$ cat src/rtl/core/bpf_pkg.sv
// Shared constants and types for the blended pixel framebuffer.
`default_nettype none

package bpf_pkg;

  localparam int CFG_DW = 9;
  localparam int CFG_IW = 2;
  localparam int IDX_W  = 18;

  localparam logic [1:0] REQ_PUT   = 2'd0;
  localparam logic [1:0] REQ_PAINT = 2'd1;
  localparam logic [1:0] REQ_GET   = 2'd2;
  localparam logic [1:0] REQ_CLEAR = 2'd3;

  localparam logic [CFG_IW-1:0] CFG_WIDTH  = 2'd0;
  localparam logic [CFG_IW-1:0] CFG_HEIGHT = 2'd1;
  localparam logic [CFG_IW-1:0] CFG_TRANSP = 2'd2;

  localparam logic [31:0] FILL_WHITE = 32'hFFFF_FFFF;
  localparam logic [31:0] FILL_CLEAR = 32'h0000_0000;

  // idx carries the pixel index, or the pixel count for a clear
  typedef struct packed {
    logic [1:0]       op;
    logic             inb;
    logic             fits;
    logic [IDX_W-1:0] idx;
    logic [31:0]      colour;
  } bpf_job_t;

endpackage

`default_nettype wire

$ cat src/rtl/core/bpf_queue.sv
// Two-entry job queue between front and back end.
`default_nettype none

module bpf_queue (
  input  logic              clk,
  input  logic              rst_n,
  input  logic              push,
  input  bpf_pkg::bpf_job_t push_job,
  output logic              full,
  input  logic              pop,
  output bpf_pkg::bpf_job_t head,
  output logic              empty
);
  import bpf_pkg::*;

  localparam int Q_DEPTH = 2;

  bpf_job_t   slot_r [Q_DEPTH];
  logic       wp_r;
  logic       rp_r;
  logic [1:0] cnt_r;
  logic [1:0] cnt_nxt;

  assign full  = cnt_r == 2'(Q_DEPTH);
  assign empty = cnt_r == 2'd0;
  assign head  = slot_r[rp_r];

  always_ff @(posedge clk) begin
    if (push) begin
      slot_r[wp_r] <= push_job;
    end
  end

  always_comb begin
    cnt_nxt = cnt_r;
    if (push && !pop) begin
      cnt_nxt = cnt_r + 2'd1;
    end else if (pop && !push) begin
      cnt_nxt = cnt_r - 2'd1;
    end
  end

  always_ff @(posedge clk) begin
    if (!rst_n) begin
      wp_r  <= 1'b0;
      rp_r  <= 1'b0;
      cnt_r <= '0;
    end else begin
      cnt_r <= cnt_nxt;
      if (push) begin
        wp_r <= !wp_r;
      end
      if (pop) begin
        rp_r <= !rp_r;
      end
    end
  end

endmodule

`default_nettype wire

$ cat config.mk
export PLATFORM = sky130hd
export DESIGN_NAME = bpf_queue
export DESIGN_NICKNAME = d
export VERILOG_FILES = /design/src/rtl/core/bpf_pkg.sv /design/src/rtl/core/bpf_queue.sv
export SDC_FILE = /design/constraint.sdc
export NUM_CORES = 1
export LEC_CHECK = 0
export ABC_AREA = 1
export CORE_MARGIN = 2
export CORE_UTILIZATION = 60
export CTS_CLUSTER_DIAMETER = 80
export DETAILED_ROUTE_END_ITERATION = 7
export DONT_BUFFER_PORTS = 1
export GPL_ROUTABILITY_DRIVEN = 0
export HOLD_SLACK_MARGIN = 0.02
export PLACE_DENSITY = 0.76
export RECOVER_POWER = 100
export SYNTH_ARGS = -nofsm -noshare
export SYNTH_HDL_FRONTEND = slang
export SYNTH_SLANG_ARGS = --single-unit
$ cat constraint.sdc
create_clock -name clk -period 4.85 [get_ports clk]
set_clock_uncertainty 0.05 [all_clocks]
set_input_delay 0.2425 -clock clk [delete_from_list [all_inputs] [get_ports clk]]
set_output_delay 0.2425 -clock clk [all_outputs]
set_load 0.01 [all_outputs]
Word-level counts from Yosys, hierarchy flattened
Memory sizes are Yosys's and may differ from the RTL's. A register that Yosys moved wholly into a read port is not among the register bits.
Index checks and enable logic that the tools add are counted.
{"block": "classes", "addsub": 2, "multipliers": 0, "div_mod_pow": 0, "order_cmp": 0, "eq_ne": 1, "shifts": 0, "n_mux": 6, "n_bitwise": 0, "n_reduce_logical": 8}
{"operator": "1-bit logical NOT", "count": 4}
{"operator": "1-bit 2-to-1 mux", "count": 4}
{"operator": "2-bit 2-to-1 mux", "count": 2}
{"operator": "2-bit by 1-bit adder with 2-bit output, second input constant", "count": 1}
{"operator": "2-bit equality test, second input constant", "count": 1}
{"operator": "1-bit logical AND", "count": 2}
{"operator": "2-bit logical NOT", "count": 1}
{"operator": "2-bit nonzero test", "count": 1}
{"operator": "2-bit by 1-bit subtractor with 2-bit output, second input constant", "count": 1}
{"block": "word_totals", "ff_bits": 4, "latch_bits": 0, "mem_bits_rw": 108, "mem_bits_ro": 0, "elab_cells": 21, "mem_count": 1}
{"memory": "slot_r", "words": 2, "word_bits": 54, "rd": 1, "rd_clocked_by_memory_dff": 1, "write_ports": 1, "line_no": "bpf_queue.sv:18", "rtl": "bpf_job_t slot_r [Q_DEPTH];"}

Depth between registers and ports, before layout
Gate-level depths: netlist of run 1.
{"block": "logic_depth", "word_depth": 4, "depth_mapped": 8, "ltp_nobuf": 8}

Worst setup path after synthesis of run 1
OpenSTA, ideal clock, no wires.
{"block": "synth_path", "path_type": "flip-flop to flip-flop", "from": "reg wp_r", "to": "mem slot_r[0][0] in the netlist's numbering (enable)", "setup_ps": 467, "t_arrival_ps": 2583, "required_ps": 4333, "slack_ps": 1750, "path_stages_with_launch": 2, "n_path_buf": 0, "period_less_slack_ps": 3100, "cell_sequence": "dfxtp_1 -> nor2_1"}
{"element": "start: declaration", "line_no": "bpf_queue.sv:19", "rtl": "logic wp_r;"}
{"element": "start signal: assignment", "line_no": "bpf_queue.sv:51", "rtl": "wp_r <= !wp_r;"}
{"element": "end: declaration", "line_no": "bpf_queue.sv:18"}
No word-level cell before the write port.

Worst setup path after layout of run 1
{"block": "layout_path", "from": "reg wp_r", "to": "mem slot_r[0][21] in the netlist's numbering (enable)"}
No word-level cell before the write port.

==> summary.txt, run 1 <==
Synthesis
  • Summed instance area of the synthesized netlist: 4380 sq um
  • Register bit total from synthesis: 113
  • Biggest area contributors in the synthesized netlist: sky130_fd_sc_hd__edfxtp_1 (74%), sky130_fd_sc_hd__mux2_4 (17%), sky130_fd_sc_hd__buf_12 (2.3%)
  • Sequential fraction of the synthesis area: about three quarters
  • Post-synthesis cell count: between 200 and 250
  • Yosys warnings: 0
  • Top cell type by total area after synthesis: sky130_fd_sc_hd__edfxtp_1
  • Post-synthesis cell type count: 14
  • Average cell area after synthesis: roughly 22 sq um
  • Area share of the largest cell type after synthesis: about 74%
  • Net Count, Synth: approximately 260

Finish
  • Synth-to-Final Area Change: 21.8%
  • Share of post-route cells with drive strength above 1: roughly 11%
  • Final-stage net count: around 330
  • Antenna cells: 0

STA
  • Count of endpoints failing setup in the final report: 0
  • RSZ-0062 raised after global routing: no
  • Maximum operating frequency: between 0.3 and 0.4 GHz
  • Number of slew-limit violations in the final report: 77
  • Pin slew with the least headroom to its limit: between 2000 and 2500 ps
  • Final total negative setup slack: 0 ps
  • Relative slew slack: -41.7%
  • Clock period minus worst slack: about 2700 ps
  • Crit share post-route: about 55%
  • Number of hold violations in the final report: 0

Run status
  • Violations in the final reports: capacitance limit, slew limit
  • Run status: finished with violations

Hold path
  • Class of the tightest hold or removal check: in2reg

Power and ir drop
  • Part of the total power dissipated in the clock network: a little under half
  • Leakage power total: around 1.9 nW
  • Internal power component: slightly below 2 mW
  • Net Sw Power: around 0.51 mW
  • Peak ir drop on the vdd network: about 0.00034 V
  • Overall power of the completed layout: between 2 and 2.5 mW
  • Sequential share of power: between 40% and 50%
  • Power per cell area: ~460 nW/um^2
  • Proportion of power drawn by combinational gates: around 6.4%
  • Proportion of total power due to net switching: a little over a fifth

Clocking
  • Number of hold buffers added after cts: 57
  • Setup repair bufs after CTS: 0
  • Buffer depth of the longest clock path: 2
  • Clock insertion delay at the later pin of the skew report: between 400 and 500 ps
  • Total CTS buffers: 17
  • Clock Root Buffer: sky130_fd_sc_hd__clkbuf_8
  • Clock tree from TritonCTS: done
  • Maximum level of the CTS H-tree: 4
  • Clock edge transition at the registers on the reported setup and hold paths: roughly 50 ps
  • Clock sink count: between 100 and 150
  • Post-CTS Resized: 0

Worst setup path
  • CP startpoint kind: register
  • WP data required: 4920 ps
  • Type of destination of the critical path: register
  • Cell family with most CP delay: simple AND/OR/NAND/NOR gates
  • Maximum net fanout on the critical path: 34
  • Crit Path Category: reg2reg
  • Cells traversed along the worst timing path: nor2_1, buf_4
  • Buffers plus inverters on the worst setup path: 1
  • Delay of the slowest critical-path stage: about 1300 ps
  • CP arrival: between 2000 and 3000 ps
  • Slowest stage cell, crit path: sky130_fd_sc_hd__nor2_1

Routing
  • Overall via count from detail_route: a little over 2000
  • Routed wire per std cell: around 20 um
  • Final ANT Viol Nets: 0
  • DR iter-0 viols: about 120
  • First-pass detailed-route iteration total: 4
  • Post-detailed-route via-to-cell ratio: around 5.3
  • DRC violation count after routing: 0
  • Detailed Route WL: ~8000 um

Global route
  • Sum of overflow across all layers after global routing: 0
  • Global routing usage on met3: under 10%
  • Largest net degree at the start of global routing: 55
  • Global-route met1 utilization: 20.0%
  • First-pass GRT wire length: 10800 um
  • Vias in the first global route: approximately 2100
  • Met2 capacity usage during global routing: 34.8%
  • Number of antenna violations at the first check in global routing: 0
  • GR Util All Layers: about a fifth
  • Most used routing layer in global routing: met2

Floorplanning
  • Floorplan die area: 8000 sq um
  • Floorplan die width: a little under 90 um
  • Std-Cell Rows: 31
  • Chip Height: between 80 and 90 um
  • Total I/O pin count: 114
  • Placeable core region: between 7000 and 8000 sq um
  • Initial core utilization: approximately three fifths

Placement
  • Count of input and output buffers: 0
  • Post-DP HPWL: roughly 4500 um

Flow run
  • Max-cap check violation count: 2
-- layer usage --
metal	part of all wire, %	vias up
met1	37	1019
met4	0.94	0
met2	56	82
met5	0	-
li1	-	925
met3	6.1	8
-- logic make-up (layout without fill, tap and decap cells) --
kind of cell	Yosys count	count (layout)	share of synthesized area [%]
AO/OA/AOI/OAI	2	2	0.228
adder cells (fa/ha/maj)	1	1	0.286
buffers and inverters	14	98	3.23
flip-flops	113	113	76.4
multiplexers	54	54	18.2
AND/OR/NAND/NOR	19	19	1.71
-- stage by stage --
stage / std cells / setup WS [ps] / hold WS [ps] / util, % / cell area (sq um)
2_1_floorplan: 203 / 1750 / 291 / - / 4380
3_3_place_gp: 297 / 3120 / 291 / 61.4 / 4410
3_5_place_dp: 297 / 3000 / 291 / 61.4 / 4410
4_1_cts: 386 / 2550 / 82.8 / 77.0 / 5520
5_1_grt: 386 / 1960 / 340 / 74.3 / 5330
6_report: 386 / 2190 / 357 / 74.3 / 5330
-- power groups by stage --
| stage | sequential [mW] | clock [mW] | combinational [mW] |
|---|---|---|---|
| 2_1_floorplan | 1.16 | 0 | 0.150 |
| 3_3_place_gp | 1.18 | 0 | 0.139 |
| 3_5_place_dp | 1.18 | 0 | 0.145 |
| 4_1_cts | 1.16 | 1.13 | 0.190 |
| 5_1_grt | 1.16 | 1.18 | 0.166 |
| 6_report | 1.16 | 1.11 | 0.155 |
-- Yosys cell counts --
cell type	number
sky130_fd_sc_hd__nand3_1	1
sky130_fd_sc_hd__ha_1	1
sky130_fd_sc_hd__buf_12	5
sky130_fd_sc_hd__nor2_1	9
sky130_fd_sc_hd__buf_6	1
sky130_fd_sc_hd__mux2_2	4
sky130_fd_sc_hd__nand2_1	8
sky130_fd_sc_hd__edfxtp_1	108
sky130_fd_sc_hd__nand4_1	1
sky130_fd_sc_hd__dfxtp_1	5
sky130_fd_sc_hd__mux2_4	50
sky130_fd_sc_hd__inv_1	8
sky130_fd_sc_hd__o21ai_0	1
sky130_fd_sc_hd__a21oi_1	1
-- cell type report --
| type | count | area, sq um |
|---|---|---|
| sequential | 113 | 3350 |
| fill | 449 | 1840 |
| multi-input combinational | 76 | 709 |
| timing repair buffer | 58 | 578 |
| clock buffer | 21 | 429 |
| tap | 99 | 124 |
| clock inverter | 11 | 115 |
| inverter | 8 | 30.0 |
-- sequential cells by signal, summed over array words and instances, names as in the netlist, named ones only --
register,flops
slot_r,108
rp_r,1
cnt_r,2
wp_r,1
-- cell usage in the layout, fill, tap and decap left out --
master,instances
sky130_fd_sc_hd__a21oi_1,1
sky130_fd_sc_hd__buf_4,1
sky130_fd_sc_hd__bufinv_16,2
sky130_fd_sc_hd__clkbuf_1,4
sky130_fd_sc_hd__clkbuf_16,16
sky130_fd_sc_hd__clkbuf_8,1
sky130_fd_sc_hd__clkinv_2,5
sky130_fd_sc_hd__clkinvlp_4,4
sky130_fd_sc_hd__dfxtp_1,4
sky130_fd_sc_hd__dfxtp_4,1
sky130_fd_sc_hd__dlygate4sd3_1,57
sky130_fd_sc_hd__edfxtp_1,108
sky130_fd_sc_hd__ha_1,1
sky130_fd_sc_hd__inv_1,8
sky130_fd_sc_hd__mux2_1,53
sky130_fd_sc_hd__mux2_4,1
sky130_fd_sc_hd__nand2_1,8
sky130_fd_sc_hd__nand3_1,1
sky130_fd_sc_hd__nand4_1,1
sky130_fd_sc_hd__nor2_1,9
sky130_fd_sc_hd__o21ai_0,1
-- final timing paths --
path | to | cells after the start | startpoint | slack, ps
min reg2reg | register | 2 | rp_r$_SDFFE_PN0P_ | 470
min | slot_r[1][27]$_DFFE_PP_ | 1 | push_job[27] | 360
max reg2reg | slot_r[0][21]$_DFFE_PP_ | 2 | wp_r$_SDFFE_PN0P_ | 2190
max | slot_r[0][21]$_DFFE_PP_ | 2 | wp_r$_SDFFE_PN0P_ | 2190
Note: power is estimated with default switching activity, not from simulation.
==> inputs of run 2 (changes only) <==
CORE_UTILIZATION = 56   (was 60)
PLACE_DENSITY = 0.74   (was 0.76)
clock period = 2.32 ns   (was 4.85 ns; I/O delays follow)
==> run 2 against run 1 <==
The flow now finishes without violations. Critical endpoint is now slot_r[1][7]$_DFFE_PP_. Die area rose by 6.8%. Worst hold slack got worse by 230 ps. Combinational power rose by 130%. Wire length fell by 3.9%. Critical path depth rose by 1. Non-clock buffer count rose by 9. Clock-buffer cell count fell by 3. Via count rose by 0.29%. Utilization fell by 3.2 points. Sequential cell count did not move. Sequential power rose by 110%.
==> summary.txt, run 2 (synthesized netlist as in run 1, its figures left out) <==
Worst setup path
  • Critical path startpoint: wp_r$_SDFFE_PN0P_
  • Crit Path Category: reg2reg
  • CP arrival: around 2200 ps
  • Worst r2r src: wp_r$_SDFFE_PN0P_
  • WP data required: about 2400 ps
  • CP startpoint kind: register
  • Type of destination of the critical path: register
  • Maximum net fanout on the critical path: 28

Routing
  • Post-detailed-route via-to-cell ratio: slightly above 5
  • Routed wire per std cell: 18.8 um
  • Final ANT Viol Nets: 0
  • Overall via count from detail_route: 2040
  • DR iter-0 viols: ~120
  • First-pass detailed-route iteration total: 4
  • Detailed Route WL: approximately 7500 um
  • DRC violation count after routing: 0

Finish
  • Top library cells by usage in the layout, fill and taps aside: sky130_fd_sc_hd__edfxtp_1 (108), sky130_fd_sc_hd__dlygate4sd3_1 (61), sky130_fd_sc_hd__mux2_1 (48)
  • Antenna cells: 0
  • Synth-to-Final Area Change: 24.3%
  • Share of post-route cells with drive strength above 1: approximately 14%
  • Fill cells: slightly above 500
  • Largest regs: slot_r: 108 flops, cnt_r: 2 flops
  • Most common cell after layout, fill and taps aside: sky130_fd_sc_hd__edfxtp_1
  • Utilization of the core after routing: around 71%
  • Final-stage net count: roughly 340
  • Most flops, register: slot_r
  • Flip-flop count of the largest register, all copies and words added: 108

Power and ir drop
  • Internal power component: a little over 4 mW
  • Power per cell area: 931 nW/um^2
  • Part of the total power dissipated in the clock network: about 45%
  • Net Sw Power: ~1.0 mW
  • Sequential share of power: 47.5%
  • Proportion of total power due to net switching: between 20% and 30%
  • Peak ir drop on the vdd network: 0.000742 V
  • Leakage power total: between 1.5 and 2 nW
  • Proportion of power drawn by combinational gates: roughly 7.2%

Hold path
  • Hold wc startpoint: pop
  • Class of the tightest hold or removal check: in2reg

STA
  • Slack of the critical path: 232 ps
  • RSZ-0062 raised after global routing: no
  • Crit share post-route: between 80% and 90%
  • Pin slew with the least headroom to its limit: 1180 ps
  • Number of hold violations in the final report: 0
  • Relative slew slack: 21.3%
  • Maximum operating frequency: around 0.48 GHz
  • Clock period minus worst slack: roughly 2100 ps
  • Count of endpoints failing setup in the final report: 0
  • Number of slew-limit violations in the final report: 0
  • Final total negative setup slack: 0 ps

Global route
  • Vias in the first global route: 2251
  • GR Util All Layers: between 10% and 20%
  • Largest net degree at the start of global routing: 43
  • First-pass GRT wire length: around 11000 um
  • Sum of overflow across all layers after global routing: 0
  • Number of antenna violations at the first check in global routing: 0

Flow run
  • Max-cap check violation count: 0

Floorplanning
  • Floorplan die area: 8540 sq um
  • Std-Cell Rows: 32
  • Floorplan die width: between 90 and 100 um
  • Total I/O pin count: 114
  • Initial core utilization: between 50% and 60%
  • Chip Height: around 90 um
  • Placeable core region: approximately 7600 sq um

Run status
  • Run status: completed

Placement
  • Count of input and output buffers: 0
  • Worst slack, placed: around 800 ps
  • Post-DP HPWL: 4160 um

Clocking
  • Setup repair bufs after CTS: 0
  • Clock Root Buffer: sky130_fd_sc_hd__clkbuf_8
  • Maximum level of the CTS H-tree: 4
  • Total CTS buffers: 17
  • Buffer depth of the longest clock path: 2
  • Clock edge transition at the registers on the reported setup and hold paths: ~50 ps
  • Clock sink count: 113
  • Clock tree from TritonCTS: done
  • Clock insertion delay at the later pin of the skew report: 480 ps
[run 2: worst paths after layout]
path,end,slack [ps],cells past startpoint
worst max-delay path,slot_r[1][7]$_DFFE_PP_,230,3
worst min-delay path,cnt_r[1]$_SDFFE_PN0P_,130,7
worst max register to register,slot_r[1][7]$_DFFE_PP_,230,3
worst min register to register,register,460,2
[run 2: cell type report]
class	instances	area, sq um	area share [%]
clock buffers	18	418	7.68
clock inverters	13	121	2.23
inverters	8	30.0	0.552
multi-input cells	76	728	13.4
flip-flops and latches	113	3350	61.5
well taps	102	128	2.35
repair buffers	67	669	12.3
[run 2: repair_timing]
item	in CTS	in global routing
gates resized for setup	0	0
hold buffers	61	0
hold endpoints to repair	125	0
[run 2: power by group through the flow]
| stage | sequential (mW) | combinational [mW] | clock (mW) |
|---|---|---|---|
| floorplan | 2.43 | 0.314 | 0 |
| global placement | 2.45 | 0.329 | 0 |
| detailed placement | 2.45 | 0.334 | 0 |
| CTS | 2.41 | 0.435 | 2.34 |
| global route | 2.42 | 0.390 | 2.43 |
| finish | 2.41 | 0.362 | 2.30 |
[run 2: critical path: stages, from the launching register on]
cell and delay, ps:
sky130_fd_sc_hd__dfxtp_1 350, sky130_fd_sc_hd__nand2_1 80, sky130_fd_sc_hd__inv_1 530, sky130_fd_sc_hd__clkbuf_2 690
[run 2: layer usage]
metal / GRT usage [%] / vias up / wire length [um]
met5: 0 / - / 0
met4: 8.33 / 0 / 91
met3: 8.54 / 10 / 420
met2: 32.5 / 79 / 4090
met1: 18.2 / 1012 / 2870
li1: - / 939 / -
[run 2: stage by stage]
stage	cell area (sq um)	instances	total power, mW	hold WS (ps)
after floorplan	4380	203	2.74	165
after global placement	4490	305	2.78	165
after detailed placement	4490	305	2.79	165
after CTS	5640	397	5.18	46.6
after global routing	5440	397	5.24	190
final	5440	397	5.06	125
==> inputs of run 3 (changes only) <==
CORE_UTILIZATION = 59   (was 56)
CTS_BUF_LIST = sky130_fd_sc_hd__clkbuf_8   (was unset)
PLACE_DENSITY = 0.78   (was 0.74)
==> run 3 against run 2 <==
Clock power shrank 7%. Sequential share of layout area grew 1.2 points. First-iteration DRC count shrank 48%. Cell area shrank 1.9%. Critical path type is now reg2out. Power shrank 3.3%. Worst hold slack gained 180 ps. Combinational power shrank 2%. Non-clock buffer count shrank 4. Worst setup slack gained 120 ps. Wire length shrank 1.0%. Sequential cell count is the same.
==> summary.txt, run 3 (synthesized netlist as in run 1, its figures left out) <==
Worst setup path
  • WP data required: roughly 2200 ps
  • Worst r2r src: wp_r$_SDFFE_PN0P_
  • Crit Path Category: reg2out
  • Cells traversed along the worst timing path: clkbuf_2, mux2_1
  • Number of cells traversed by the worst register-to-register path: 2
  • CP arrival: approximately 1800 ps
  • Slowest stage cell, crit path: sky130_fd_sc_hd__dfxtp_4
  • Delay of the slowest critical-path stage: ~550 ps
  • Maximum net fanout on the critical path: 23
  • End of the worst register-to-register path: slot_r[0][16]$_DFFE_PP_
  • End point of the critical path: head[7]
  • CP startpoint kind: register
  • Type of destination of the critical path: output pin
  • Worst-case register-to-register setup slack: between 400 and 500 ps

Floorplanning
  • Total I/O pin count: approximately 110
  • Placeable core region: ~7200 sq um
  • Chip Height: roughly 90 um
  • Initial core utilization: about three fifths
  • Floorplan die area: 8130 sq um
  • Std-Cell Rows: 31
  • Floorplan die width: 90.1 um

Routing
  • DR iter-0 viols: 61
  • Detailed Route WL: between 7000 and 8000 um
  • Routed wire per std cell: ~19 um
  • Final ANT Viol Nets: 0
  • Post-detailed-route via-to-cell ratio: between 5 and 6
  • DRC violation count after routing: 0
  • First-pass detailed-route iteration total: 4
  • Overall via count from detail_route: 2017

Finish
  • Most flops, register: slot_r
  • Fill cells: ~470
  • Share of post-route cells with drive strength above 1: a little over an eighth
  • Top library cells by usage in the layout, fill and taps aside: sky130_fd_sc_hd__edfxtp_1 (108), sky130_fd_sc_hd__dlygate4sd3_1 (57), sky130_fd_sc_hd__mux2_1 (51)
  • Largest regs: slot_r: 108 flops, cnt_r: 2 flops
  • Antenna cells: 0
  • Most common cell after layout, fill and taps aside: sky130_fd_sc_hd__edfxtp_1
  • Synth-to-Final Area Change: 21.9%
  • Flip-flop count of the largest register, all copies and words added: between 100 and 150
  • Final-stage net count: roughly 340

STA
  • Crit share post-route: a little over four fifths
  • Relative slew slack: 28.3%
  • Pin slew with the least headroom to its limit: 1070 ps
  • RSZ-0062 raised after global routing: no
  • Number of slew-limit violations in the final report: 0
  • Clock period minus worst slack: 1970 ps
  • Slack of the critical path: around 350 ps
  • Count of endpoints failing setup in the final report: 0
  • Final total negative setup slack: 0 ps
  • Number of hold violations in the final report: 0
  • Maximum operating frequency: between 0.5 and 0.6 GHz

Clocking
  • Buffer depth of the longest clock path: 2
  • Clock edge transition at the registers on the reported setup and hold paths: about 70 ps
  • Maximum level of the CTS H-tree: 4
  • Setup repair bufs after CTS: 0
  • Clock tree from TritonCTS: done
  • Clock sink count: around 110
  • Clock insertion delay at the later pin of the skew report: about 400 ps
  • Total CTS buffers: 17
  • Clock Root Buffer: sky130_fd_sc_hd__clkbuf_8

Global route
  • Number of antenna violations at the first check in global routing: 0
  • GR Util All Layers: around a fifth
  • First-pass GRT wire length: 11100 um
  • Vias in the first global route: between 2000 and 2500
  • Largest net degree at the start of global routing: 45
  • Sum of overflow across all layers after global routing: 0

Power and ir drop
  • Leakage power total: approximately 1.9 nW
  • Overall power of the completed layout: around 4.9 mW
  • Peak ir drop on the vdd network: 0.000599 V
  • Power per cell area: just over 900 nW/um^2

Flow run
  • Max-cap check violation count: 0

Placement
  • Count of input and output buffers: 0
  • Post-DP HPWL: 4770 um
  • Worst slack, placed: ~730 ps

Hold path
  • Hold wc startpoint: push_job[52]
  • Class of the tightest hold or removal check: in2reg

Run status
  • Run status: completed
run 3: cell types whose count changed in the layout (fill, tap and decap cells not counted), sizes merged:
cell | before | now
buf | 2 | 3
clkinv | 9 | 5
inv | 8 | 9
clkbuf | 22 | 20
bufinv | 2 | 6
dlygate4sd3 | 61 | 57
clkinvlp | 2 | 3
run 3: worst min-delay path by stage:
stage	endpoint	cells past startpoint
floorplan	slot_r[0][0]$_DFFE_PP_	0
global placement	slot_r[0][25]$_DFFE_PP_	0
detailed placement	slot_r[0][27]$_DFFE_PP_	0
CTS	slot_r[1][52]$_DFFE_PP_	1
global route	slot_r[0][15]$_DFFE_PP_	1
finish	slot_r[1][52]$_DFFE_PP_	1
run 3: power breakdown:
part	switching [mW]	internal [mW]
Clock	0.765	1.38
Combinational	0.199	0.155
Sequential	0.0406	2.36
Total	1.00	3.89
run 3: stage by stage:
step / instance area [sq um] / cells / hold slack [ps] / util [%]
2_1_floorplan: 4380 / 203 / 165 / -
3_3_place_gp: 4480 / 302 / 165 / 62.2
3_5_place_dp: 4480 / 302 / 165 / 62.2
4_1_cts: 5530 / 391 / 272 / 76.7
5_1_grt: 5340 / 391 / 277 / 74.0
6_report: 5340 / 391 / 305 / 74.0
run 3: layout make-up:
type | instances | area (sq um) | share of cell area (%)
Multi-Input combinational cell | 76 | 717 | 13.4
Clock inverter | 15 | 241 | 4.53
Tap cell | 99 | 124 | 2.32
Inverter | 8 | 30.0 | 0.563
Timing Repair Buffer | 63 | 643 | 12.1
Clock buffer | 17 | 234 | 4.38
Sequential cell | 113 | 3350 | 62.7
run 3: critical path: cells and delay by family (launching register included):
kind / cells / cell delay, ps
flops: 1 / 550
mux: 1 / 430
buf+inv: 1 / 410
run 3: per-layer routing:
layer  share of wire, %  GRT usage, %  routed length [um]  up-vias
li1                   -             -                   -      934
met1                 41          20.5                3020      983
met2                 50          31.3                3730       88
met3                7.4          9.14                 549       12
met4                1.4          7.05                 101        0
met5                  0             0                   0        -
run 3: what timing repair did:
item,CTS,global route
resized for setup,0,0
endpoints found under the hold margin,123,0
hold buffers,57,0
