[config.mk]
export PLATFORM = sky130hd
export DESIGN_NAME = bpf_front
export DESIGN_NICKNAME = d
export VERILOG_FILES = /design/src/rtl/core/bpf_pkg.sv /design/src/rtl/core/bpf_front.sv
export SDC_FILE = /design/constraint.sdc
export NUM_CORES = 1
export LEC_CHECK = 0
export BUFFER_PORTS_ARGS = -buffer_cell sky130_fd_sc_hd__buf_2
export CAP_MARGIN = 20
export CORE_ASPECT_RATIO = 1.75
export CORE_MARGIN = 4
export CORE_UTILIZATION = 53
export DETAILED_ROUTE_END_ITERATION = 7
export GPL_TIMING_DRIVEN = 0
export PLACE_DENSITY = 0.76
export RECOVER_POWER = 100
export SYNTH_ARGS = -nofsm -noshare
export SYNTH_HDL_FRONTEND = slang
export SYNTH_SLANG_ARGS = --single-unit
[constraint.sdc]
create_clock -name clk -period 10.95 [get_ports clk]
set_input_delay 1.6425 -clock clk [delete_from_list [all_inputs] [get_ports clk]]
set_output_delay 1.6425 -clock clk [all_outputs]
set_load 0.1 [all_outputs]
[src/rtl/core/bpf_pkg.sv]
// Shared constants and types for the blended pixel framebuffer.
`default_nettype none

package bpf_pkg;

  localparam int CFG_DW = 9;
  localparam int CFG_IW = 2;
  localparam int IDX_W  = 18;

  localparam logic [1:0] REQ_PUT   = 2'd0;
  localparam logic [1:0] REQ_PAINT = 2'd1;
  localparam logic [1:0] REQ_GET   = 2'd2;
  localparam logic [1:0] REQ_CLEAR = 2'd3;

  localparam logic [CFG_IW-1:0] CFG_WIDTH  = 2'd0;
  localparam logic [CFG_IW-1:0] CFG_HEIGHT = 2'd1;
  localparam logic [CFG_IW-1:0] CFG_TRANSP = 2'd2;

  localparam logic [31:0] FILL_WHITE = 32'hFFFF_FFFF;
  localparam logic [31:0] FILL_CLEAR = 32'h0000_0000;

  // idx carries the pixel index, or the pixel count for a clear
  typedef struct packed {
    logic [1:0]       op;
    logic             inb;
    logic             fits;
    logic [IDX_W-1:0] idx;
    logic [31:0]      colour;
  } bpf_job_t;

endpackage

`default_nettype wire

[src/rtl/core/bpf_front.sv]
// Front end: config registers, bounds test and pixel index per request.
`default_nettype none

module bpf_front #(
  parameter int MAX_WIDTH  = 256,
  parameter int MAX_HEIGHT = 256
) (
  input  logic                        clk,
  input  logic                        rst_n,
  input  logic                        in_valid,
  input  logic [1:0]                  in_req,
  input  logic [15:0]                 in_x,
  input  logic [15:0]                 in_y,
  input  logic [31:0]                 in_colour,
  output logic                        in_ready,
  input  logic                        cfg_valid,
  input  logic [bpf_pkg::CFG_IW-1:0]  cfg_index,
  input  logic [bpf_pkg::CFG_DW-1:0]  cfg_data,
  output logic                        cfg_ready,
  input  logic                        q_full,
  output logic                        q_push,
  output bpf_pkg::bpf_job_t           q_job
);
  import bpf_pkg::*;

  localparam int DEPTH = MAX_WIDTH * MAX_HEIGHT;

  logic [CFG_DW-1:0] frame_width_r;
  logic [CFG_DW-1:0] frame_height_r;
  logic              transp_r;

  logic [CFG_DW-1:0] eff_w;
  logic [CFG_DW-1:0] eff_h;
  logic              inb;
  logic [IDX_W-1:0]  row_base;
  logic [IDX_W-1:0]  idx;
  logic [IDX_W-1:0]  span;

  assign cfg_ready = 1'b1;

  always_ff @(posedge clk) begin
    if (!rst_n) begin
      frame_width_r  <= '0;
      frame_height_r <= '0;
      transp_r       <= 1'b0;
    end else if (cfg_valid) begin
      case (cfg_index)
        CFG_WIDTH:  frame_width_r  <= cfg_data;
        CFG_HEIGHT: frame_height_r <= cfg_data;
        CFG_TRANSP: transp_r       <= cfg_data[0];
        default: ;
      endcase
    end
  end

  assign eff_w = (32'(frame_width_r) > MAX_WIDTH) ? CFG_DW'(MAX_WIDTH) : frame_width_r;
  assign eff_h = (32'(frame_height_r) > MAX_HEIGHT) ? CFG_DW'(MAX_HEIGHT) : frame_height_r;

  assign inb = !in_x[15] && !in_y[15] && (in_x < 16'(eff_w)) && (in_y < 16'(eff_h));

  assign row_base = IDX_W'(in_y[CFG_DW-1:0]) * IDX_W'(eff_w);
  assign idx      = row_base + IDX_W'(in_x[CFG_DW-1:0]);
  assign span     = IDX_W'(eff_w) * IDX_W'(eff_h);

  assign in_ready = !q_full;
  assign q_push   = in_valid && !q_full;

  always_comb begin
    q_job.op     = in_req;
    q_job.inb    = inb && (in_req != REQ_CLEAR);
    q_job.fits   = 32'(idx) < DEPTH;
    q_job.idx    = (in_req == REQ_CLEAR) ? span : idx;
    q_job.colour = in_colour;
    if (in_req == REQ_CLEAR) begin
      q_job.colour = transp_r ? FILL_CLEAR : FILL_WHITE;
    end
  end

endmodule

`default_nettype wire

; ---- Word level (Yosys, flattened, before mapping)
; Cells that the tools add are included.
[classes]
n_mux = 5
n_mul = 2
reduce_logical = 12
add_sub_neg = 1
n_bitwise = 0
shifts = 0
eq_ne = 4
magnitude_cmp = 5
div = 0
[ops]
columns = operator, count
row1 = $mux W32, 2
row2 = $mul A9 B9 Y18, 2
row3 = $lt A16 B9 Y1, 2
row4 = $add A18 B9 Y18, 1
row5 = $gt A9 B9 Y1 const B, 2
row6 = $lt A18 B17 Y1 const B, 1
row7 = $mux W18, 1
row8 = $mux W9, 2
row9 = $reduce_and A2 Y1, 3
row10 = $logic_and A1 B1 Y1, 5
row11 = $eq A2 B2 Y1 const B, 2
row12 = $logic_not A1 Y1, 3
row13 = $eq A2 B1 Y1 const B, 1
row14 = $logic_not A2 Y1, 1
row15 = $ne A2 B2 Y1 const B, 1
[word_totals]
memories = 0
wordCells = 32
output_inout_bits = 57
latchBits = 0
inputBits = 82
rom_bits = 0
regBits = 19
ramBits = 0

; ---- Logic depth before layout (Yosys ltp)
; Gate-level depths: netlist of run 1.
[depth]
word_depth = 6
depth_mapped = 21
depth_no_buf = 19

; ---- Worst setup path after synthesis of run 1
; No wires, ideal clock.
[synth_path]
path_kind = input to output
from = input port in_y[5]
to = output port q_job[48] (netlist name)
arrival_ns = 8.220
slack_ns = 1.088
cell_stages = 19
required_time_ns = 9.308
n_path_buf = 1
path_cell_list = buf_1 -> nand2_1 -> fa_1 -> inv_1 -> fa_1 -> inv_1 -> fa_1 -> inv_1 -> fa_1 -> inv_1 -> fa_1 -> inv_1 -> ha_1 -> and3_1 -> nor2b_1 -> o211ai_1 -> a21oi_1 -> o311a_1 -> a211oi_1
[synth_rtl]
columns = item, line
row1 = "start, declared", bpf_front.sv:13  ; input logic [15:0] in_y,
row2 = "end, declared", bpf_front.sv:22  ; output bpf_pkg::bpf_job_t q_job

==> results of run 1 <==
routing by layer:
metal  global-route usage, %  wire (µm)  vias up
li1                        -          -     3119
met1                    30.2       7400     3276
met2                    48.3      11300      247
met3                    1.95       1010       70
met4                    17.3       1640        0
met5                       0          0        -
worst max-delay path, delay by kind of cell:
family / cells / cell delay, ps
AOI/OAI and AO/OA: 3 / 980
buffers and inverters: 8 / 1730
and+or+nand+nor: 4 / 810
adders and majority gates: 6 / 2970
cells in the mapped netlist (all sizes together) (2+ instances only):
cell type / count
ha: 107
nor4: 4
mux2i: 21
a31o: 2
and3: 4
buf: 9
nor3b: 2
o211ai: 6
a21oi: 19
a211oi: 8
a2111oi: 2
nor2: 51
o31ai: 4
dfxtp: 19
o21a: 10
xor2: 14
o21bai: 3
xnor2: 8
nor2b: 40
nand2b: 5
clkbuf: 26
o21ai: 25
and2: 45
a211o: 3
fa: 105
a31oi: 2
nor3: 6
inv: 167
nand3b: 5
or4b: 2
nand2: 106
a21o: 43
a221oi: 2
nand3: 3
a311oi: 2
cell type report:
class                           instances  share of cell area, %
Sequential cell                        19                   4.59
Inverter                              167                   7.57
Clock inverter                          1                 0.0605
Multi-Input combinational cell        671                   75.1
Tap cell                              174                   2.63
Clock buffer                            3                  0.907
Buffer                                 35                   1.75
Timing Repair Buffer                  136                   7.37
path summary, 6_finish.rpt:
path,from,end,slack (ps)
setup reg to reg,frame_width_r[8]$_SDFFE_PN0P_,frame_width_r[8]$_SDFFE_PN0P_,9470
hold reg to reg,frame_width_r[1]$_SDFFE_PN0P_,frame_width_r[1]$_SDFFE_PN0P_,510
hold / removal,frame_width_r[1]$_SDFFE_PN0P_,frame_width_r[1]$_SDFFE_PN0P_,510
setup / recovery,in_y[5],q_job[48],1190
cell usage in the layout, fill, tap and decap left out, drive strengths merged, types with 19 or more instances in the layout:
cell type,netlist,routed
a21o,43,43
a21oi,19,19
and2,45,45
buf,9,86
clkbuf,26,88
dfxtp,19,19
fa,105,105
ha,107,107
inv,167,167
mux2i,21,21
nand2,106,106
nor2,51,51
nor2b,40,40
o21ai,25,25
stage by stage:
step	hold WS [ps]	instances	util, %
after floorplan	474	892	-
after global placement	486	1202	61.1
after detailed placement	503	1202	61.1
after CTS	513	1206	61.7
after global routing	536	1206	61.2
final	513	1206	61.2
kinds of logic (layout without fill, tap and decap cells):
| group | after synthesis | count (layout) |
|---|---|---|
| and+or+nand+nor | 278 | 278 |
| xor gates and xnor gates | 22 | 22 |
| buffers and inverters | 202 | 342 |
| DFF | 19 | 19 |
| AOI/OAI and AO/OA | 137 | 137 |
| other | 1 | 1 |
| adders and majority gates | 212 | 212 |
| muxes | 21 | 21 |
flip-flops by register name, indices dropped and copies added, names as in the netlist:
signal / flops
frame_height_r: 9
frame_width_r: 9
transp_r: 1
report_power, final:
part | internal, W | total, W | switching, W
registers | 0.0000716 | 0.0000734 | 0.00000186
logic | 0.0000799 | 0.000359 | 0.000280
clock network | 0.0000490 | 0.0000755 | 0.0000265
==> results by group, run 1 <==
Power
  • Pwr Total: just over 0.0005 W
  • Peak VDD IR: ~0.096 mV
  • Pleak: between 4 and 5 nW
  • Pwr dens: 61.4 mW/mm²

Clock tree
  • Root Buffer: clkbuf_16
  • CTS tree: done
  • Clock Tree Buf Depth: 2
  • CTS HTree Levels: 1
  • Post_cts resized: 0
  • CTS clock-pin slew for the worst setup and hold paths: roughly 60 ps
  • Postcts setup bufs: 0
  • Worst skew pair latency: about 250 ps
  • Sink Count: 19
  • Num CTS Buffers: 3
  • CTS Hold Bufs: 0

Setup path
  • Crit. End Element: output port
  • Worst EP arrival: 8120 ps
  • Required time worst endpoint: around 9300 ps
  • CP Class: in -> out
  • Reg2Reg Depth: 5
  • Crit-path max FO: 9
  • Slowest Stage Delay on Critical Path: approximately 920 ps
  • Worst path slowest cell: clkbuf_1
  • Startpoint Class: input pin
  • CP cell instances: buf_2 > clkbuf_1 > nand2_1 > fa_1 > inv_1 > fa_1 > inv_1 > fa_1 > inv_1 > fa_1 > inv_1 > fa_1 > inv_1 > ha_1 > and3_1 > nor2b_1 > o211ai_1 > a21oi_1 > nor4b_1 > a211oi_1 > clkbuf_1

Die
  • Die X: 97.1 µm
  • Top Ports: 139
  • Die Ht: around 160 µm
  • Core Rows: 56
  • Die ar.: 0.0159 mm²
  • Initial Util: roughly 55%
  • Core ar.: ~0.014 mm²

Synth
  • Synth top area share: 28.5%
  • Distinct cell type count after synthesis: 59
  • YS warnings: 0
  • Mapped Area: roughly 0.0074 mm²
  • Largest area contributor in the netlist: fa_1
  • Mux share of post-synthesis cell area: around 2.9%
  • Compound-gate portion of the synthesized area: 13.7%
  • Post-Synth Adder-Cell Area: a little under half
  • #FFs+latches synth: 19
  • Seq/Total Area, Yosys: under 10%
  • Syn_area_per_cell: slightly above 8 µm²
  • Main combinational cell family by area after synthesis: adder cells
  • Area contributors post-synth: fa_1 29%, ha_1 18%, inv_1 8.5%, nand2_1 5.4%, dfxtp_1 5.2%
  • Number of enable flip-flop cells after synthesis: 0
  • Main flop type after synthesis: dfxtp_1
  • Syn Nets: roughly 1200
  • Async SR Flop Fraction: 0%
  • Post-synthesis cell count: about 890
  • Post-synthesis xor/xnor area fraction: under 10%
  • Simple-gate share of the synthesized area: a little under a fifth

Worst hold path
  • Hold Crit Class: reg -> reg
  • Worst hold stages: 2

Detailed routing
  • DR vias: between 6000 and 7000
  • Pre-antenna DRT Iters: 5
  • Final wirelength: around 21000 µm
  • Detail-routed via count per cell: around 5.6
  • Routed WL per cell: approximately 18 µm
  • Post-route ant nets: 0
  • DR iter-0 viols: 435
  • Drt drc: 0

Cells and area
  • Final instance area: between 0.008 and 0.009 mm²
  • Fillcell total: approximately 1300
  • Register area: about 380 µm²
  • Final #Nets: between 1000 and 1500
  • P&R area growth vs syn: 12.3%
  • Share of layout cells above drive strength 1: 9.98%
  • Diode count: 0
  • Area of the multi-input gates: between 0.006 and 0.007 mm²

GRT
  • Initial antenna violation count: 0
  • Grt ovf: 0
  • Largest net degree at the start of global routing: 12
  • Vias in the first global route: slightly below 7000
  • GR Util All Layers: a little over a quarter
  • First-pass GRT wire length: about 34000 µm

Job
  • Max-cap viol count: 0

STA
  • F_max: a little over 100 MHz
  • Worst slew margin: around 17%
  • Setup TNS: 0 ps
  • Fin crit period: just under 10000 ps
  • Final hold vios: 0
  • Final worst setup slack: 1190 ps
  • Final Max Slew Viols: 0
  • RSZ-0062 raised after global routing: false
  • Worst-case clock skew: 0 ps
  • Finish-stage setup viols: 0
  • Fin crit share: between 80% and 90%
  • Worst slew pin tran: roughly 1300 ps

Placed design
  • Cell Area, Placed: between 0.008 and 0.009 mm²
  • PortBufs: 136
  • RePlAce Congestion: approximately 0.9
  • Pre-CTS setup slack: around 1700 ps
  • Dpl hpwl: approximately 18000 µm

Status
  • Outcome: complete, no violations
(Power assumes the default switching activity.)
==> inputs of run 2 (changes only) <==
--- a/config.mk
+++ b/config.mk
@@ -10,6 +10,7 @@
 export CORE_ASPECT_RATIO = 1.75
 export CORE_MARGIN = 4
 export CORE_UTILIZATION = 53
+export CTS_BUF_LIST = sky130_fd_sc_hd__clkbuf_4
 export DETAILED_ROUTE_END_ITERATION = 7
 export GPL_TIMING_DRIVEN = 0
 export PLACE_DENSITY = 0.76
==> run 2 against run 1 <==
  * Cell count unchanged
  * Count of clock-buffer cells in the layout unchanged
  * Worst setup slack worse by 11 ps
  * Core utilization down 0.39 points
  * Largest cell class unchanged
  * Highest routed layer unchanged
  * Critical path type unchanged
  * Routed wire length down 0.25%
  * Global-route usage down 0.16 points
  * Clock skew unchanged
==> results by group, run 2 (synthesis results as in run 1) <==
Status
  • Outcome: complete, no violations

Placed design
  • PortBufs: 136 (unchanged)
  • Placed insts: 1202 (unchanged)
  • RePlAce Congestion: 0.908 (unchanged)
  • Dpl hpwl: 18400 µm (unchanged)

Clock tree
  • CTS HTree Levels: 1 (unchanged)
  • CTS clock-pin slew for the worst setup and hold paths: 110 ps (+50 ps)
  • Post_cts resized: 0 (unchanged)
  • Root Buffer: clkbuf_4
  • CTS Hold Bufs: 0 (unchanged)
  • Num CTS Buffers: 3 (unchanged)
  • Sink Count: 19 (unchanged)
  • Worst skew pair latency: 280 ps (+30 ps)
  • Clock Tree Buf Depth: 2 (unchanged)
  • CTS tree: done
  • Postcts setup bufs: 0 (unchanged)

GRT
  • Grt ovf: 0 (unchanged)
  • Initial antenna violation count: 0 (unchanged)
  • Largest net degree at the start of global routing: 12 (unchanged)
  • First-pass GRT wire length: 33900 µm (-0.32%)
  • Vias in the first global route: 6783 (-0.43%)
  • GR Util All Layers: 26.6% (-0.16 points)

STA
  • Fin crit share: 89.2% (+0.10 points)
  • F_max: 102 MHz (-0.12%)
  • Worst slew margin: 16.8% (about the same)
  • Fin crit period: 9770 ps (+11.4 ps)
  • Final hold vios: 0 (unchanged)
  • Hold WS: 527 ps (+13.4 ps)
  • Worst-case clock skew: 0 ps (unchanged)
  • Finish-stage setup viols: 0 (unchanged)
  • RSZ-0062 raised after global routing: false
  • Setup TNS: 0 ps (unchanged)
  • Final Max Slew Viols: 0 (unchanged)
  • Worst slew pin tran: 1250 ps (-0.0411 ps)

Die
  • Core Rows: 56 (unchanged)
  • Core ar.: 0.0135 mm² (unchanged)
  • Initial Util: 54.5% (unchanged)
  • Top Ports: 139 (unchanged)
  • Die ar.: 0.0159 mm² (unchanged)
  • Die X: 97.1 µm (unchanged)
  • Die Ht: 164 µm (unchanged)

Setup path
  • Worst setup path start: in_y[5]
  • Crit. End Element: output port
  • CP cell instances: buf_2 > clkbuf_1 > nand2_1 > fa_1 > inv_1 > fa_1 > inv_1 > fa_1 > inv_1 > fa_1 > inv_1 > fa_1 > inv_1 > ha_1 > and3_1 > nor2b_1 > o211ai_1 > a21oi_1 > nor4b_1 > a211oi_1 > clkbuf_1
  • Worst path slowest cell: clkbuf_1
  • Startpoint Class: input pin
  • CP Class: in -> out
  • Crit-path max FO: 9 (unchanged)
  • Required time worst endpoint: 9310 ps (about the same)
  • Worst EP arrival: 8130 ps (about the same)
  • Slowest Stage Delay on Critical Path: 920 ps (about the same)
  • RR Startpoint: frame_width_r[8]$_SDFFE_PN0P_

Power
  • Sw frac: 64.7% (+4.2 points)
  • Pwr dens: 56.9 mW/mm² (-7.4%)
  • Sequential power share: 15.7% (+1.3 points)
  • Power Internal: 0.000165 W (-18%)
  • Peak VDD IR: 0.0964 mV (about the same)
  • Switch Pwr: 0.000303 W (-1.6%)
  • Clock share of power: 7.5% (-7.4 points)
  • Comb power frac: 76.9% (+6.2 points)
  • Pleak: 4.55 nW (-0.51%)

Cells and area
  • Fillcell total: 1277 (+1.8%)
  • P&R area growth vs syn: 11.6%
  • Most frequent cells in the layout: 167 x inv_1, 107 x ha_1, 106 x nand2_1
  • Largest regs: frame_height_r x9, frame_width_r x9, transp_r x1
  • Final #Nets: 1327 (unchanged)
  • Commonest non-fill, non-tap cell in the layout: inv_1
  • Diode count: 0 (unchanged)
  • Post-Layout Cell Count: 1206 (unchanged)
  • Share of layout cells above drive strength 1: 9.98% (unchanged)

Detailed routing
  • Post-route ant nets: 0 (unchanged)
  • Final wirelength: 21300 µm (-0.25%)
  • DR iter-0 viols: 359 (-17%)
  • Drt drc: 0 (unchanged)
  • Pre-antenna DRT Iters: 7 (+2)
  • DR vias: 6702 (-0.15%)
  • Detail-routed via count per cell: 5.56 (-0.15%)
  • Routed WL per cell: 17.6 µm (-0.25%)

Job
  • Max-cap viol count: 0 (unchanged)

Worst hold path
  • Hold_sp: frame_width_r[7]$_SDFFE_PN0P_
  • Hold Crit Class: reg -> reg
-- run 2: cell counts in the layout (fill, tap and decap cells not counted) --
Identical to the previous run, type by type.
-- run 2: worst paths after layout --
| check | endpoint | slack (ps) | cells after the start |
|---|---|---|---|
| setup / recovery | q_job[48] | 1180 | 21 |
| setup reg to reg | frame_width_r[8]$_SDFFE_PN0P_ | 9430 | 5 |
| hold reg to reg | frame_width_r[7]$_SDFFE_PN0P_ | 530 | 2 |
| hold / removal | frame_width_r[7]$_SDFFE_PN0P_ | 530 | 2 |
-- run 2: routing by layer --
layer  track usage, %  wire (µm)
met5                0          0
met1             30.1       7430
met2             48.0      11100
met3             1.87       1010
met4             17.1       1760
-- run 2: worst max-delay path: cells and delay by family --
kind	cells	cell delay [ps]
and+or+nand+nor	4	800
adders and majority gates	6	2980
buffers and inverters	8	1730
AOI/OAI and AO/OA	3	980
-- run 2: layout make-up --
cell class | instances | area (µm²) | share of cell area [%]
buffer | 35 | 145 | 1.76
sequential | 19 | 380 | 4.62
inverter | 167 | 627 | 7.62
tap | 174 | 218 | 2.65
clock inverter | 1 | 5.00 | 0.0608
clock buffer | 3 | 22.5 | 0.274
timing repair buffer | 136 | 611 | 7.42
multi-input combinational | 671 | 6220 | 75.6
-- run 2: per-stage QoR --
stage	area, µm²	util (%)	setup slack (ps)	total power (W)
floorplan	7370	-	1090	0.000356
global placement	8270	61.1	1730	0.000435
detailed placement	8270	61.1	1700	0.000438
CTS	8300	61.4	1670	0.000473
global route	8230	60.8	916	0.000492
finish	8230	60.8	1180	0.000468
-- run 2: power groups by stage --
stage	combinational, W	clock [W]	sequential [W]
6_report	0.000360	0.0000349	0.0000733
5_1_grt	0.000381	0.0000370	0.0000735
4_1_cts	0.000365	0.0000348	0.0000733
3_5_place_dp	0.000364	0	0.0000749
3_3_place_gp	0.000360	0	0.0000747
2_1_floorplan	0.000282	0	0.0000739
==> inputs of run 3 (changes only) <==
==> constraint.sdc (replaced) <==
create_clock -name clk -period 9 [get_ports clk]
set_input_delay 1.35 -clock clk [delete_from_list [all_inputs] [get_ports clk]]
set_output_delay 1.35 -clock clk [all_outputs]
set_load 0.1 [all_outputs]
==> run 3 against run 2 <==
  * Worst setup slack worse by 840 ps
  * Die area stayed put
  * Critical path depth is 1 higher
  * Register-to-register slack worse by 2000 ps
  * Highest routed layer unchanged
  * Non-clock buffer count stayed put
  * Clock power is 33% higher
==> results by group, run 3 (synthesis results as in run 1) <==
STA
  • Fin crit period: roughly 8700 ps
  • Worst slew margin: 19.7% (+2.9 points)
  • F_max: between 100 and 150 MHz
  • Worst-case clock skew: 0 ps (unchanged)
  • Finish-stage setup viols: 0 (unchanged)
  • RSZ-0062 raised after global routing: false
  • Setup TNS: 0 ps (unchanged)
  • Fin crit share: a little over nine tenths
  • Worst slew pin tran: 1210 ps (-43.7 ps)
  • Final Max Slew Viols: 0 (unchanged)
  • Final hold vios: 0 (unchanged)
  • Final worst setup slack: 338 ps (-841 ps)

Clock tree
  • CTS tree: done
  • CTS HTree Levels: 1 (unchanged)
  • Postcts setup bufs: 0 (unchanged)
  • Clock Tree Buf Depth: 2 (unchanged)
  • CTS clock-pin slew for the worst setup and hold paths: 110 ps (about the same)
  • Num CTS Buffers: 3 (unchanged)
  • Worst skew pair latency: 290 ps (about the same)
  • Sink Count: 19 (unchanged)
  • Root Buffer: clkbuf_4

Setup path
  • Worst path slowest cell: fa_1
  • Crit-path max FO: 10 (+1)
  • Startpoint Class: flip-flop
  • Setup slack on the worst flop-to-flop path: 7470 ps (-1960 ps)
  • Required time worst endpoint: 7650 ps (-1660 ps)
  • Slowest Stage Delay on Critical Path: 570 ps (-350 ps)
  • CP cell instances: clkbuf_1 > nor2b_1 > clkbuf_1 > nand2_1 > fa_1 > inv_1 > fa_1 > inv_1 > fa_1 > inv_1 > fa_1 > inv_1 > fa_1 > inv_1 > ha_1 > and3_1 > nor2b_1 > a2111oi_4 > o21bai_2 > or4b_4 > o211ai_2 > clkbuf_2
  • Worst Path Buf+Inv: 8 (unchanged)
  • Crit. End Element: output port
  • Worst EP arrival: 7310 ps (-820 ps)
  • Cell family with most CP delay: adder cells
  • CP Class: reg -> out

Die
  • Core Rows: 56 (unchanged)
  • Die ar.: 0.0159 mm² (unchanged)
  • Die X: 97.1 µm (unchanged)
  • Initial Util: 54.5% (unchanged)
  • Core ar.: 0.0135 mm² (unchanged)
  • Top Ports: 139 (unchanged)
  • Die Ht: 164 µm (unchanged)

GRT
  • GRT busiest layer: met2
  • Grt ovf: 0 (unchanged)
  • First-pass GRT wire length: 34100 µm (+0.73%)
  • Largest net degree at the start of global routing: 11 (-1)
  • Grt met3 use: 1.87% (unchanged)
  • GR Util All Layers: 26.7% (+0.17 points)
  • Met1 Usage GRT: 30.3% (+0.19 points)
  • Initial antenna violation count: 0 (unchanged)
  • Met2 Track Usage GR: 49.0% (+1.0 points)
  • Vias in the first global route: 6901 (+1.7%)

Detailed routing
  • DR iter-0 viols: 395 (+10%)
  • Pre-antenna DRT Iters: 5 (-2)
  • Drt drc: 0 (unchanged)
  • Final wirelength: 21600 µm (+1.4%)
  • Routed WL per cell: 17.9 µm (+1.4%)
  • Detail-routed via count per cell: 5.54 (-0.27%)
  • Post-route ant nets: 0 (unchanged)
  • DR vias: 6684 (-0.27%)

Power
  • Peak VDD IR: 0.117 mV (+22%)
  • Sw frac: 64.3% (-0.49 points)
  • Switch Pwr: 0.000367 W (+21%)
  • Power Internal: 0.000204 W (+24%)
  • Pwr dens: 69.3 mW/mm² (+22%)
  • Clock share of power: 8.1% (+0.6 points)
  • Sequential power share: 15.6% (about the same)
  • Comb power frac: 76.3% (-0.6 points)
  • Pleak: 4.57 nW (+0.42%)

Placed design
  • RePlAce Congestion: 0.944 (+4.0%)
  • Placed insts: 1202 (unchanged)
  • Pre-CTS setup slack: 445 ps (-1250 ps)
  • PortBufs: 136 (unchanged)
  • Dpl hpwl: 18500 µm (+0.73%)

Job
  • Max-cap viol count: 0 (unchanged)

Cells and area
  • Most frequent cells in the layout: 167 x inv_1, 107 x ha_1, 106 x nand2_1
  • P&R area growth vs syn: 11.8%
  • Commonest non-fill, non-tap cell in the layout: inv_1
  • Final #Nets: 1327 (unchanged)
  • Fillcell total: 1289 (+0.94%)
  • Share of layout cells above drive strength 1: 10.8% (+0.78 points)
  • Largest regs: frame_height_r x9, frame_width_r x9, transp_r x1
  • Diode count: 0 (unchanged)
  • Post-Layout Cell Count: 1206 (unchanged)

Worst hold path
  • Hold Crit Class: reg -> reg

Status
  • Outcome: complete, no violations
==> run 3: cell type report <==
class	instances	area (µm²)	area share (%)
Sequential cell	19	380	4.61
Inverter	167	627	7.60
Multi-Input combinational cell	671	6230	75.5
Clock buffer	4	30.0	0.364
Tap cell	174	218	2.64
Timing Repair Buffer	136	618	7.50
Buffer	35	145	1.76
==> run 3: layer usage <==
layer	vias up	wire [µm]
met5	-	0
met4	0	1570
met3	74	983
met2	238	11300
met1	3256	7730
li1	3116	-
==> run 3: worst paths after layout <==
| check | cells past startpoint | from | endpoint |
|---|---|---|---|
| min | 2 | frame_width_r[1]$_SDFFE_PN0P_ | frame_width_r[1]$_SDFFE_PN0P_ |
| min reg2reg | 2 | frame_width_r[1]$_SDFFE_PN0P_ | frame_width_r[1]$_SDFFE_PN0P_ |
| max | 22 | frame_width_r[8]$_SDFFE_PN0P_ | q_job[47] |
| max reg2reg | 5 | frame_width_r[8]$_SDFFE_PN0P_ | frame_width_r[8]$_SDFFE_PN0P_ |
==> run 3: through the flow <==
stage | area [µm²] | hold WS, ps | power, W | utilization [%]
after floorplan | 7380 | 474 | 0.000433 | -
final | 8240 | 526 | 0.000572 | 61.0
after CTS | 8300 | 524 | 0.000579 | 61.4
after detailed placement | 8270 | 497 | 0.000531 | 61.2
after global placement | 8270 | 488 | 0.000528 | 61.2
after global routing | 8240 | 549 | 0.000605 | 61.0
==> run 3: timing repair <==
item	4_1_cts	5_1_grt
resized for setup	0	1
hold buffers	0	0
setup endpoints to repair	0	2
==> run 3: power by group through the flow <==
| stage | clock network (W) | registers (W) | logic (W) |
|---|---|---|---|
| 5_1_grt | 0.0000521 | 0.0000894 | 0.000463 |
| 4_1_cts | 0.0000477 | 0.0000890 | 0.000442 |
| 3_3_place_gp | 0 | 0.0000908 | 0.000438 |
| 2_1_floorplan | 0 | 0.0000899 | 0.000343 |
| 6_report | 0.0000465 | 0.0000891 | 0.000436 |
| 3_5_place_dp | 0 | 0.0000909 | 0.000441 |
==> run 3: worst min-delay path: stages (launching register included) <==
cell and delay, ps:
dfxtp_1 340, mux2i_1 60, nor2b_1 90
